`src/ppm_pkg.sv`:
```
// Shared types, codes and constants for the PPM P6 stream parser.
package ppm_pkg;

    localparam int MAX_DIM_DEF     = 4096;
    localparam int QUEUE_DEPTH_DEF = 4;
    // result buffer; power of two, pointers wrap naturally
    localparam int RES_DEPTH       = 4;

    localparam int SIZE_W = 13;
    localparam int RGB_W  = 24;
    localparam int MAXVAL = 255;

    localparam logic [7:0] CH_P     = 8'h50;
    localparam logic [7:0] CH_SIX   = 8'h36;
    localparam logic [7:0] CH_HASH  = 8'h23;
    localparam logic [7:0] CH_LF    = 8'h0A;
    localparam logic [7:0] CH_CR    = 8'h0D;
    localparam logic [7:0] CH_TAB   = 8'h09;
    localparam logic [7:0] CH_SPACE = 8'h20;
    localparam logic [7:0] CH_ZERO  = 8'h30;
    localparam logic [7:0] CH_NINE  = 8'h39;

    typedef enum logic [1:0] {
        KIND_PIXEL  = 2'd0,
        KIND_HEADER = 2'd1,
        KIND_BAD    = 2'd2,
        KIND_TRUNC  = 2'd3
    } kind_t;

    typedef enum logic [2:0] {
        PH_MAGIC_P,
        PH_MAGIC_6,
        PH_BLANK,
        PH_COMMENT,
        PH_DIGITS,
        PH_PIXELS,
        PH_IDLE
    } phase_t;

    // classified input byte
    typedef struct packed {
        logic [7:0] data;
        logic       eos;
        logic       is_digit;
        logic       is_blank;
        logic       is_hash;
        logic       is_lf;
        logic       is_p;
        logic       is_six;
    } tok_t;

    typedef struct packed {
        kind_t             kind;
        logic [RGB_W-1:0]  rgb;
        logic              last;
        logic [SIZE_W-1:0] w;
        logic [SIZE_W-1:0] h;
    } res_t;

endpackage

```
`src/ppm_p6_stream_parser.sv`:
```
// Top level of the PPM P6 stream parser.
//
//  channel | signals                                   | role
//  --------+-------------------------------------------+-------------------------------
//  in      | in_valid, in_ready, data_byte,            | one file byte per transfer
//          | end_of_stream                             |
//  out     | out_valid, out_ready, kind, pixel_rgb,    | pixel, header, error or
//          | last_pixel, image_width, image_height     | truncation result per transfer
//
// One byte per clock while the result buffer has room; a byte that yields two
// results (a pixel or header together with truncation) offers them as two transfers.
// A result passes the classify register, the token queue and the result buffer,
// in that order, before it is offered.
// Reset is asynchronous; no clearing pass, input taken as soon as reset is released.
// Either side may stall on its own; the token queue and result buffer absorb it.
module ppm_p6_stream_parser #(
    parameter int MAX_DIM     = ppm_pkg::MAX_DIM_DEF,
    parameter int QUEUE_DEPTH = ppm_pkg::QUEUE_DEPTH_DEF
) (
    input  logic                       clk,
    input  logic                       rst_n,
    input  logic                       in_valid,
    output logic                       in_ready,
    input  logic [7:0]                 data_byte,
    input  logic                       end_of_stream,
    output logic                       out_valid,
    input  logic                       out_ready,
    output logic [1:0]                 kind,
    output logic [ppm_pkg::RGB_W-1:0]  pixel_rgb,
    output logic                       last_pixel,
    output logic [ppm_pkg::SIZE_W-1:0] image_width,
    output logic [ppm_pkg::SIZE_W-1:0] image_height
);
    import ppm_pkg::*;

    tok_t front_tok, queue_tok;
    logic front_valid, front_ready;
    logic queue_valid, queue_ready;

    ppm_front u_front (
        .clk           (clk),
        .rst_n         (rst_n),
        .in_valid      (in_valid),
        .in_ready      (in_ready),
        .data_byte     (data_byte),
        .end_of_stream (end_of_stream),
        .tok           (front_tok),
        .tok_valid     (front_valid),
        .tok_ready     (front_ready)
    );

    ppm_fifo #(
        .DEPTH (QUEUE_DEPTH)
    ) u_queue (
        .clk        (clk),
        .rst_n      (rst_n),
        .push_valid (front_valid),
        .push_ready (front_ready),
        .push_tok   (front_tok),
        .pop_valid  (queue_valid),
        .pop_ready  (queue_ready),
        .pop_tok    (queue_tok)
    );

    ppm_back #(
        .MAX_DIM (MAX_DIM)
    ) u_back (
        .clk          (clk),
        .rst_n        (rst_n),
        .tok_valid    (queue_valid),
        .tok_ready    (queue_ready),
        .tok          (queue_tok),
        .out_valid    (out_valid),
        .out_ready    (out_ready),
        .kind         (kind),
        .pixel_rgb    (pixel_rgb),
        .last_pixel   (last_pixel),
        .image_width  (image_width),
        .image_height (image_height)
    );

endmodule

```
`src/ppm_front.sv`:
```
// Front end: takes input bytes and classifies them into tokens.
module ppm_front (
    input  logic          clk,
    input  logic          rst_n,
    input  logic          in_valid,
    output logic          in_ready,
    input  logic [7:0]    data_byte,
    input  logic          end_of_stream,
    output ppm_pkg::tok_t tok,
    output logic          tok_valid,
    input  logic          tok_ready
);
    import ppm_pkg::*;

    logic tok_valid_reg, tok_valid_next;
    tok_t tok_reg, tok_next;
    logic accept;

    assign in_ready  = !tok_valid_reg || tok_ready;
    assign accept    = in_valid && in_ready;
    assign tok_valid = tok_valid_reg;
    assign tok       = tok_reg;

    always_comb
    begin
        tok_next          = tok_reg;
        tok_next.data     = data_byte;
        tok_next.eos      = end_of_stream;
        tok_next.is_digit = (data_byte >= CH_ZERO) && (data_byte <= CH_NINE);
        tok_next.is_blank = (data_byte == CH_SPACE) || (data_byte == CH_TAB) ||
                            (data_byte == CH_LF) || (data_byte == CH_CR);
        tok_next.is_hash  = (data_byte == CH_HASH);
        tok_next.is_lf    = (data_byte == CH_LF);
        tok_next.is_p     = (data_byte == CH_P);
        tok_next.is_six   = (data_byte == CH_SIX);
        if (accept)
        begin
            tok_valid_next = 1'b1;
        end
        else if (tok_ready)
        begin
            tok_valid_next = 1'b0;
        end
        else
        begin
            tok_valid_next = tok_valid_reg;
        end
    end

    always_ff @(posedge clk or negedge rst_n)
    begin
        if (!rst_n)
        begin
            tok_valid_reg <= 1'b0;
        end
        else
        begin
            tok_valid_reg <= tok_valid_next;
        end
    end

    always_ff @(posedge clk)
    begin
        if (accept)
        begin
            tok_reg <= tok_next;
        end
    end

endmodule

```
`src/ppm_fifo.sv`:
```
// Token queue between the front end and the parser back end.
module ppm_fifo #(
    parameter int DEPTH = ppm_pkg::QUEUE_DEPTH_DEF
) (
    input  logic          clk,
    input  logic          rst_n,
    input  logic          push_valid,
    output logic          push_ready,
    input  ppm_pkg::tok_t push_tok,
    output logic          pop_valid,
    input  logic          pop_ready,
    output ppm_pkg::tok_t pop_tok
);
    import ppm_pkg::*;

    localparam int PTR_W = (DEPTH > 1) ? $clog2(DEPTH) : 1;
    localparam int CNT_W = $clog2(DEPTH + 1);

    tok_t             mem_reg [DEPTH];
    logic [PTR_W-1:0] wr_ptr_reg, wr_ptr_next;
    logic [PTR_W-1:0] rd_ptr_reg, rd_ptr_next;
    logic [CNT_W-1:0] count_reg, count_next;
    logic             push, pop;

    assign push_ready = (count_reg != CNT_W'(DEPTH));
    assign pop_valid  = (count_reg != '0);
    assign push       = push_valid && push_ready;
    assign pop        = pop_valid && pop_ready;
    assign pop_tok    = mem_reg[rd_ptr_reg];

    always_comb
    begin
        wr_ptr_next = wr_ptr_reg;
        rd_ptr_next = rd_ptr_reg;
        if (push)
        begin
            wr_ptr_next = (wr_ptr_reg == PTR_W'(DEPTH - 1)) ? '0 : wr_ptr_reg + 1'b1;
        end
        if (pop)
        begin
            rd_ptr_next = (rd_ptr_reg == PTR_W'(DEPTH - 1)) ? '0 : rd_ptr_reg + 1'b1;
        end
        count_next = count_reg + CNT_W'(push) - CNT_W'(pop);
    end

    always_ff @(posedge clk or negedge rst_n)
    begin
        if (!rst_n)
        begin
            wr_ptr_reg <= '0;
            rd_ptr_reg <= '0;
            count_reg  <= '0;
        end
        else
        begin
            wr_ptr_reg <= wr_ptr_next;
            rd_ptr_reg <= rd_ptr_next;
            count_reg  <= count_next;
        end
    end

    always_ff @(posedge clk)
    begin
        if (push)
        begin
            mem_reg[wr_ptr_reg] <= push_tok;
        end
    end

endmodule

```
`src/ppm_back.sv`:
```
// Back end: header parser, pixel packer and result buffer.
module ppm_back #(
    parameter int MAX_DIM = ppm_pkg::MAX_DIM_DEF
) (
    input  logic                       clk,
    input  logic                       rst_n,
    input  logic                       tok_valid,
    output logic                       tok_ready,
    input  ppm_pkg::tok_t              tok,
    output logic                       out_valid,
    input  logic                       out_ready,
    output logic [1:0]                 kind,
    output logic [ppm_pkg::RGB_W-1:0]  pixel_rgb,
    output logic                       last_pixel,
    output logic [ppm_pkg::SIZE_W-1:0] image_width,
    output logic [ppm_pkg::SIZE_W-1:0] image_height
);
    import ppm_pkg::*;

    localparam int SAT_CAP = ((MAX_DIM > MAXVAL) ? MAX_DIM : MAXVAL) + 1;
    localparam int ACC_W   = $clog2(SAT_CAP + 1);
    localparam int SUM_W   = ACC_W + 4;
    localparam int DIM_W   = $clog2(MAX_DIM + 1);
    localparam int MUL_W   = 2 * DIM_W;
    localparam int PL_W    = 2 * $clog2(MAX_DIM) + 1;
    localparam int RPTR_W  = $clog2(RES_DEPTH);
    localparam int RCNT_W  = $clog2(RES_DEPTH + 1);

    phase_t            phase_reg, phase_next;
    logic [1:0]        idx_reg, idx_next;
    logic [ACC_W-1:0]  acc_reg, acc_next;
    logic [ACC_W-1:0]  w_reg, w_next;
    logic [ACC_W-1:0]  h_reg, h_next;
    logic [1:0]        bip_reg, bip_next;
    logic [15:0]       part_reg, part_next;
    logic [PL_W-1:0]   pl_reg, pl_next;

    res_t              res_mem_reg [RES_DEPTH];
    logic [RPTR_W-1:0] rwr_reg, rwr_next, rwr_plus1;
    logic [RPTR_W-1:0] rrd_reg, rrd_next;
    logic [RCNT_W-1:0] rcnt_reg, rcnt_next;

    logic              step, pop;
    logic [SUM_W-1:0]  acc_sum;
    logic [ACC_W-1:0]  acc_sat, acc_dig, fin_val;
    logic              stay_digits, fin_main, fin_eos, fin, fin_hdr, hdr_ok;
    logic              bad_magic, pix_done, pix_last;
    logic [PL_W-1:0]   pl_dec;
    logic [MUL_W-1:0]  prod;
    phase_t            fin_phase, phase_mid, phase_end;
    logic              ev_valid, trunc;
    res_t              ev_res, trunc_res, res0;
    logic              push0, push1;
    res_t              head;

    // a step needs room for two results
    assign tok_ready = (rcnt_reg <= RCNT_W'(RES_DEPTH - 2));
    assign step      = tok_valid && tok_ready;

    // step decode
    always_comb
    begin
        acc_sum = SUM_W'({acc_reg, 3'b000}) + SUM_W'({acc_reg, 1'b0}) + SUM_W'(tok.data[3:0]);
        acc_sat = (acc_sum > SUM_W'(SAT_CAP)) ? ACC_W'(SAT_CAP) : acc_sum[ACC_W-1:0];
        acc_dig = (phase_reg == PH_BLANK) ? ACC_W'(tok.data[3:0]) : acc_sat;

        stay_digits = ((phase_reg == PH_BLANK) || (phase_reg == PH_DIGITS)) && tok.is_digit;
        fin_main    = ((phase_reg == PH_BLANK) && !tok.is_hash && !tok.is_blank &&
                       !tok.is_digit) ||
                      ((phase_reg == PH_DIGITS) && !tok.is_digit);
        fin_eos     = tok.eos && stay_digits;
        fin         = fin_main || fin_eos;
        fin_hdr     = fin && idx_reg[1];
        // a number with no digits reads as zero
        fin_val     = fin_eos ? acc_dig : ((phase_reg == PH_DIGITS) ? acc_reg : '0);

        hdr_ok = (w_reg != '0) && (h_reg != '0) &&
                 (w_reg <= ACC_W'(MAX_DIM)) && (h_reg <= ACC_W'(MAX_DIM)) &&
                 (fin_val == ACC_W'(MAXVAL));
        fin_phase = idx_reg[1] ? (hdr_ok ? PH_PIXELS : PH_IDLE) : PH_BLANK;

        bad_magic = ((phase_reg == PH_MAGIC_P) && !tok.is_p) ||
                    ((phase_reg == PH_MAGIC_6) && !tok.is_six);
        pix_done  = (phase_reg == PH_PIXELS) && (bip_reg == 2'd2);
        pl_dec    = (pl_reg == '0) ? '0 : pl_reg - 1'b1;
        pix_last  = (pl_dec == '0);
        prod      = MUL_W'(w_reg[DIM_W-1:0]) * MUL_W'(h_reg[DIM_W-1:0]);

        phase_mid = phase_reg;
        case (phase_reg)
            PH_MAGIC_P: phase_mid = tok.is_p ? PH_MAGIC_6 : PH_IDLE;
            PH_MAGIC_6: phase_mid = tok.is_six ? PH_BLANK : PH_IDLE;
            PH_BLANK:
            begin
                if (tok.is_hash)
                begin
                    phase_mid = PH_COMMENT;
                end
                else if (tok.is_digit)
                begin
                    phase_mid = PH_DIGITS;
                end
                else if (!tok.is_blank)
                begin
                    phase_mid = fin_phase;
                end
            end
            PH_COMMENT:
            begin
                if (tok.is_lf)
                begin
                    phase_mid = PH_BLANK;
                end
            end
            PH_DIGITS:
            begin
                if (!tok.is_digit)
                begin
                    phase_mid = fin_phase;
                end
            end
            PH_PIXELS:
            begin
                if (pix_done && pix_last)
                begin
                    phase_mid = PH_IDLE;
                end
            end
            default: phase_mid = phase_reg;
        endcase
        // end of stream inside digits closes the number first
        phase_end = fin_eos ? fin_phase : phase_mid;
        trunc     = tok.eos && (phase_end != PH_IDLE);
        ev_valid  = bad_magic || fin_hdr || pix_done;
    end

    // next state
    always_comb
    begin
        phase_next = phase_reg;
        idx_next   = idx_reg;
        acc_next   = acc_reg;
        w_next     = w_reg;
        h_next     = h_reg;
        bip_next   = bip_reg;
        part_next  = part_reg;
        pl_next    = pl_reg;
        if (step)
        begin
            phase_next = phase_end;
            if ((phase_reg == PH_MAGIC_6) && tok.is_six)
            begin
                idx_next = 2'd0;
                acc_next = '0;
            end
            if (stay_digits)
            begin
                acc_next = acc_dig;
            end
            if (fin)
            begin
                acc_next = '0;
                if (idx_reg == 2'd0)
                begin
                    w_next   = fin_val;
                    idx_next = 2'd1;
                end
                else if (idx_reg == 2'd1)
                begin
                    h_next   = fin_val;
                    idx_next = 2'd2;
                end
                else if (hdr_ok)
                begin
                    pl_next   = PL_W'(prod);
                    bip_next  = 2'd0;
                    part_next = '0;
                end
            end
            if (phase_reg == PH_PIXELS)
            begin
                if (pix_done)
                begin
                    bip_next  = 2'd0;
                    part_next = '0;
                    pl_next   = pl_dec;
                end
                else
                begin
                    bip_next  = bip_reg + 1'b1;
                    part_next = {part_reg[7:0], tok.data};
                end
            end
            if (tok.eos)
            begin
                phase_next = PH_MAGIC_P;
                idx_next   = 2'd0;
                acc_next   = '0;
                w_next     = '0;
                h_next     = '0;
                bip_next   = 2'd0;
                part_next  = '0;
                pl_next    = '0;
            end
        end
    end

    // result generation and buffer control
    always_comb
    begin
        ev_res      = '0;
        trunc_res   = '0;
        trunc_res.kind = KIND_TRUNC;
        if (bad_magic)
        begin
            ev_res.kind = KIND_BAD;
        end
        else if (fin_hdr)
        begin
            ev_res.kind = hdr_ok ? KIND_HEADER : KIND_BAD;
            if (hdr_ok)
            begin
                ev_res.w = SIZE_W'(w_reg);
                ev_res.h = SIZE_W'(h_reg);
            end
        end
        else
        begin
            ev_res.kind = KIND_PIXEL;
            ev_res.rgb  = {part_reg, tok.data};
            ev_res.last = pix_last;
        end
        res0      = ev_valid ? ev_res : trunc_res;
        push0     = step && (ev_valid || trunc);
        push1     = step && ev_valid && trunc;
        rwr_plus1 = rwr_reg + 1'b1;
        rwr_next  = rwr_reg + RPTR_W'(push0) + RPTR_W'(push1);
        rrd_next  = rrd_reg + RPTR_W'(pop);
        rcnt_next = rcnt_reg + RCNT_W'(push0) + RCNT_W'(push1) - RCNT_W'(pop);
    end

    assign head         = res_mem_reg[rrd_reg];
    assign out_valid    = (rcnt_reg != '0);
    assign pop          = out_valid && out_ready;
    assign kind         = head.kind;
    assign pixel_rgb    = head.rgb;
    assign last_pixel   = head.last;
    assign image_width  = head.w;
    assign image_height = head.h;

    always_ff @(posedge clk or negedge rst_n)
    begin
        if (!rst_n)
        begin
            phase_reg <= PH_MAGIC_P;
            idx_reg   <= 2'd0;
            acc_reg   <= '0;
            w_reg     <= '0;
            h_reg     <= '0;
            bip_reg   <= 2'd0;
            part_reg  <= '0;
            pl_reg    <= '0;
            rwr_reg   <= '0;
            rrd_reg   <= '0;
            rcnt_reg  <= '0;
        end
        else
        begin
            phase_reg <= phase_next;
            idx_reg   <= idx_next;
            acc_reg   <= acc_next;
            w_reg     <= w_next;
            h_reg     <= h_next;
            bip_reg   <= bip_next;
            part_reg  <= part_next;
            pl_reg    <= pl_next;
            rwr_reg   <= rwr_next;
            rrd_reg   <= rrd_next;
            rcnt_reg  <= rcnt_next;
        end
    end

    always_ff @(posedge clk)
    begin
        if (push0)
        begin
            res_mem_reg[rwr_reg] <= res0;
        end
        if (push1)
        begin
            res_mem_reg[rwr_plus1] <= trunc_res;
        end
    end

endmodule

```
`config.mk`:
```
export PLATFORM = sky130hd
export DESIGN_NAME = ppm_p6_stream_parser
export DESIGN_NICKNAME = d
export VERILOG_FILES = /design/src/ppm_pkg.sv /design/src/ppm_p6_stream_parser.sv /design/src/ppm_front.sv /design/src/ppm_fifo.sv /design/src/ppm_back.sv
export SDC_FILE = /design/constraint.sdc
export NUM_CORES = 1
export LEC_CHECK = 0
export BUFFER_PORTS_ARGS = -buffer_cell sky130_fd_sc_hd__buf_2
export CAP_MARGIN = 20
export CORE_MARGIN = 2
export CORE_UTILIZATION = 40
export CTS_BUF_LIST = sky130_fd_sc_hd__clkbuf_4 sky130_fd_sc_hd__clkbuf_8
export CTS_CLUSTER_SIZE = 14
export DETAILED_ROUTE_END_ITERATION = 8
export PLACE_DENSITY = 0.64
export SYNTH_ARGS = -nofsm -noshare
export SYNTH_HDL_FRONTEND = slang
export SYNTH_SLANG_ARGS = --single-unit
```
`constraint.sdc`:
```
create_clock -name clk -period 6.1 [get_ports clk]
set_clock_uncertainty 0.15 [all_clocks]
set_input_delay 0.915 -clock clk [delete_from_list [all_inputs] [get_ports clk]]
set_output_delay 0.915 -clock clk [all_outputs]
set_load 0.005 [all_outputs]
```
==> results.ini <==
[global_route]
grt_pass1_wl_um=105600
met3_usage_pct=2.713
busiest_layer=met2
grt.met2_usage_pct=36.59
use_met1_pct=28.90
grt_overflow_total=0
grt_pass1_vias=19670
grt_usage_pct=21.72
grt_max_degree=97
antenna_found_initial=0

[yosys]
async_reset_ff_share_pct=26.22
syn_inst=2538
synth_area_per_cell_um2=9.310
synth_edf_count=75
yosysWarningCount=0
ys_types=83
ys.flop_type=dfxtp_1
synthesis.nets=2781
seq_area_frac_synth_pct=38.30
ys_ff_latch=389
syn_area_um2=23630

[timing]
worst_slew_pin_slew_ps=1027
fmax_mhz=168.9
setup_viol=0
relSlewSlack_pct=31.57
fin_crit_ps=5922
fin_crit_sh_pct=97.08
final_max_slew_viol_count=0
worst_slack_ps=178.1
grt_setup_unrepaired=yes
finalSetupTns_ps=0
hold_viol_final=0

[worst_setup_path]
crit_buf_inv=4
worst_path_max_delay_cell=fa_2
timing.critical_path.mode_cell=fa_1
path_cells=nand2_1 -> fa_1 -> inv_1 -> fa_1 -> inv_1 -> fa_1 -> inv_1 -> fa_2 -> fa_1 -> ha_1 -> buf_4 -> nor3_1 -> nor2_1 -> o41a_1 -> nand4_1 -> a31oi_2 -> a211oi_2 -> o21bai_1 -> a21oi_2 -> mux2i_1 -> a31oi_1 -> o22a_1
crit_fanout=6
start_kind=register
end_kind=register
cp_top_family=adder cells
timing_worst_setup_path_type=register to register
cp_slowest_stage_delay_ps=600
critPathRequiredTime_ps=6500
worstPathArrival_ps=6320

[placement]
pre_cts_ws_ps=-233.9
port_buffers=67
dp.final_hpwl_um=45020
dp.cells=3357
routabilityCongestion=0.8684
placed_cell_area_um2=25590

[clock_tree]
cts_buffers=61
cts.sinks=389
clockBufferDepth=3
clk_latency_ps=660
clk_pin_slew_ps=60
cts_root_buf=clkbuf_8
cts_tree=built
htree_num_levels=2

[floorplan]
die_w_um=247.0
start_util_pct=40.26
row_count=89
core-area_um2=58690
die_area_um2=61030
die_h_um=247.0
io_pins=68

[detailed_routing]
drt_first_pass_iters=6
wire_per_inst_um=18.85
via_per_inst=5.523
vias=19240
totalWireLength_um=65650
drt-initial-drc-count=1342
drcViolationCount=0
ant_nets=0

[finish]
drive_gt1_share_pct=17.83
final_cell_mix=574 x nand2_1, 212 x dfxtp_1, 208 x a21oi_1
fin_util_pct=46.37
nFillCells=5420
nets=2900
final_common_cell=nand2_1
final_area_um2=27210
largest_reg_flops=212
fin_cells=3483
syn_to_final_growth_pct=15.17

[pwr]
peakVddDrop_mv=0.2183
leakage_nw=11.62
p_per_area_nw_per_um2=298.3

[flow_run]
maxCapViolations=0

[min_path]
hp-class=register to register

[status]
status=completed

metal layers:
metal	up-vias	share of wire [%]	wire, um
li1	8928	-	-
met1	9547	43	28170
met2	630	48	31830
met3	133	5.9	3877
met4	0	2.7	1769
met5	-	0	0
area by class of cell:
| cell class | instances | area, um2 | share of cell area, % |
|---|---|---|---|
| tap | 773 | 967.2 | 3.554 |
| timing repair buffer | 220 | 1769 | 6.502 |
| clock inverter | 21 | 138.9 | 0.5104 |
| antenna | 1 | 2.502 | 0.009196 |
| inverter | 167 | 626.9 | 2.304 |
| multi-input combinational | 1818 | 13470 | 49.48 |
| clock buffer | 94 | 1181 | 4.341 |
| sequential | 389 | 9060 | 33.30 |
cell families (layout without fill, tap and decap cells):
group | count (synthesis) | count (layout) | synth area share [%]
XOR/XNOR | 53 | 53 | 1.965
flip-flops | 389 | 389 | 38.30
adder cells (fa/ha/maj) | 230 | 230 | 16.18
AND/OR/NAND/NOR | 999 | 999 | 19.36
other | 0 | 1 | 0
multiplexers | 77 | 77 | 6.842
buffers and inverters | 331 | 502 | 5.650
AO/OA/AOI/OAI | 459 | 459 | 11.71
cells in the mapped netlist, types with 6 or more instances:
cell | number | area (um2)
nand2b_1 | 9 | 56.30
buf_6 | 6 | 67.56
mux2_2 | 6 | 67.56
inv_1 | 166 | 623.1
o31ai_1 | 6 | 45.04
fa_1 | 126 | 2522
a211oi_1 | 8 | 60.06
nand2_1 | 574 | 2155
dfrtp_1 | 102 | 2552
edfxtp_1 | 75 | 2252
xor2_1 | 17 | 148.9
clkbuf_1 | 107 | 401.6
a21oi_1 | 213 | 1066
nand4_1 | 12 | 75.07
o21ai_0 | 105 | 525.5
or3_1 | 9 | 56.30
mux4_2 | 67 | 1509
nor2_1 | 66 | 247.7
buf_1 | 13 | 48.80
a21o_1 | 9 | 67.56
buf_2 | 37 | 185.2
or4_1 | 7 | 52.55
a21boi_0 | 8 | 60.06
xnor2_1 | 36 | 315.3
and2_1 | 68 | 425.4
o22ai_1 | 7 | 43.79
nor3_1 | 29 | 145.1
a22o_1 | 29 | 254.0
ha_1 | 104 | 1301
nor4_1 | 12 | 75.07
dfxtp_1 | 212 | 4244
a21oi_2 | 11 | 96.34
nand3_1 | 123 | 615.6
a31oi_1 | 12 | 75.07
nor2b_1 | 14 | 87.58
and3_1 | 41 | 256.5
through the flow:
| step | total power [mW] | hold WS, ps |
|---|---|---|
| global route | 8.541 | 286.2 |
| finish | 8.116 | 294.4 |
| global placement | 5.735 | 282.1 |
| CTS | 8.150 | 254.9 |
| detailed placement | 5.782 | 290.1 |
| floorplan | 4.788 | 276.5 |
path summary, 6_finish.rpt:
check / to / start / cells past startpoint / slack, ps
hold / removal: u_back.res_mem_reg[1][12] / u_back.res_mem_reg[1][12] / 2 / 290
setup / recovery: u_back.pl_reg[23] / u_back.w_reg[8] / 22 / 180
hold reg to reg: u_back.res_mem_reg[1][12] / u_back.res_mem_reg[1][12] / 2 / 290
min in group asynchronous: u_back.part_reg[14] / rst_n / 2 / 580
max in group asynchronous: u_back.h_reg[0] / rst_n / 4 / 4200
setup reg to reg: u_back.pl_reg[23] / u_back.w_reg[8] / 22 / 180
timing repair:
action,in CTS,in global routing
buffers inserted,0,9
hold buffers,1,0
setup endpoints to repair,3,223
pin swaps,1,33
hold endpoints to repair,9,0
cloned,0,0
gates resized for setup,6,48
worst reg2reg max path, stage by stage, from the launching register on:
cell and delay (ps):
dfrtp_1 510, nand2_1 130, fa_1 540, inv_1 50, fa_1 470, inv_1 50, fa_1 510, inv_1 60
fa_2 600, fa_1 430, ha_1 340, buf_4 150, nor3_1 200, nor2_1 70, o41a_1 130, nand4_1 140
a31oi_2 130, a211oi_2 310, o21bai_1 120, a21oi_2 220, mux2i_1 210, a31oi_1 100, o22a_1 180
where the power goes:
group / internal, mW / switching [mW] / total [mW]
combinational: 0.937 / 1.68 / 2.62
sequential: 2.87 / 0.275 / 3.14
clock: 1.28 / 1.07 / 2.35
total: 5.09 / 3.03 / 8.12
Note: power is estimated with default switching activity, not from simulation.
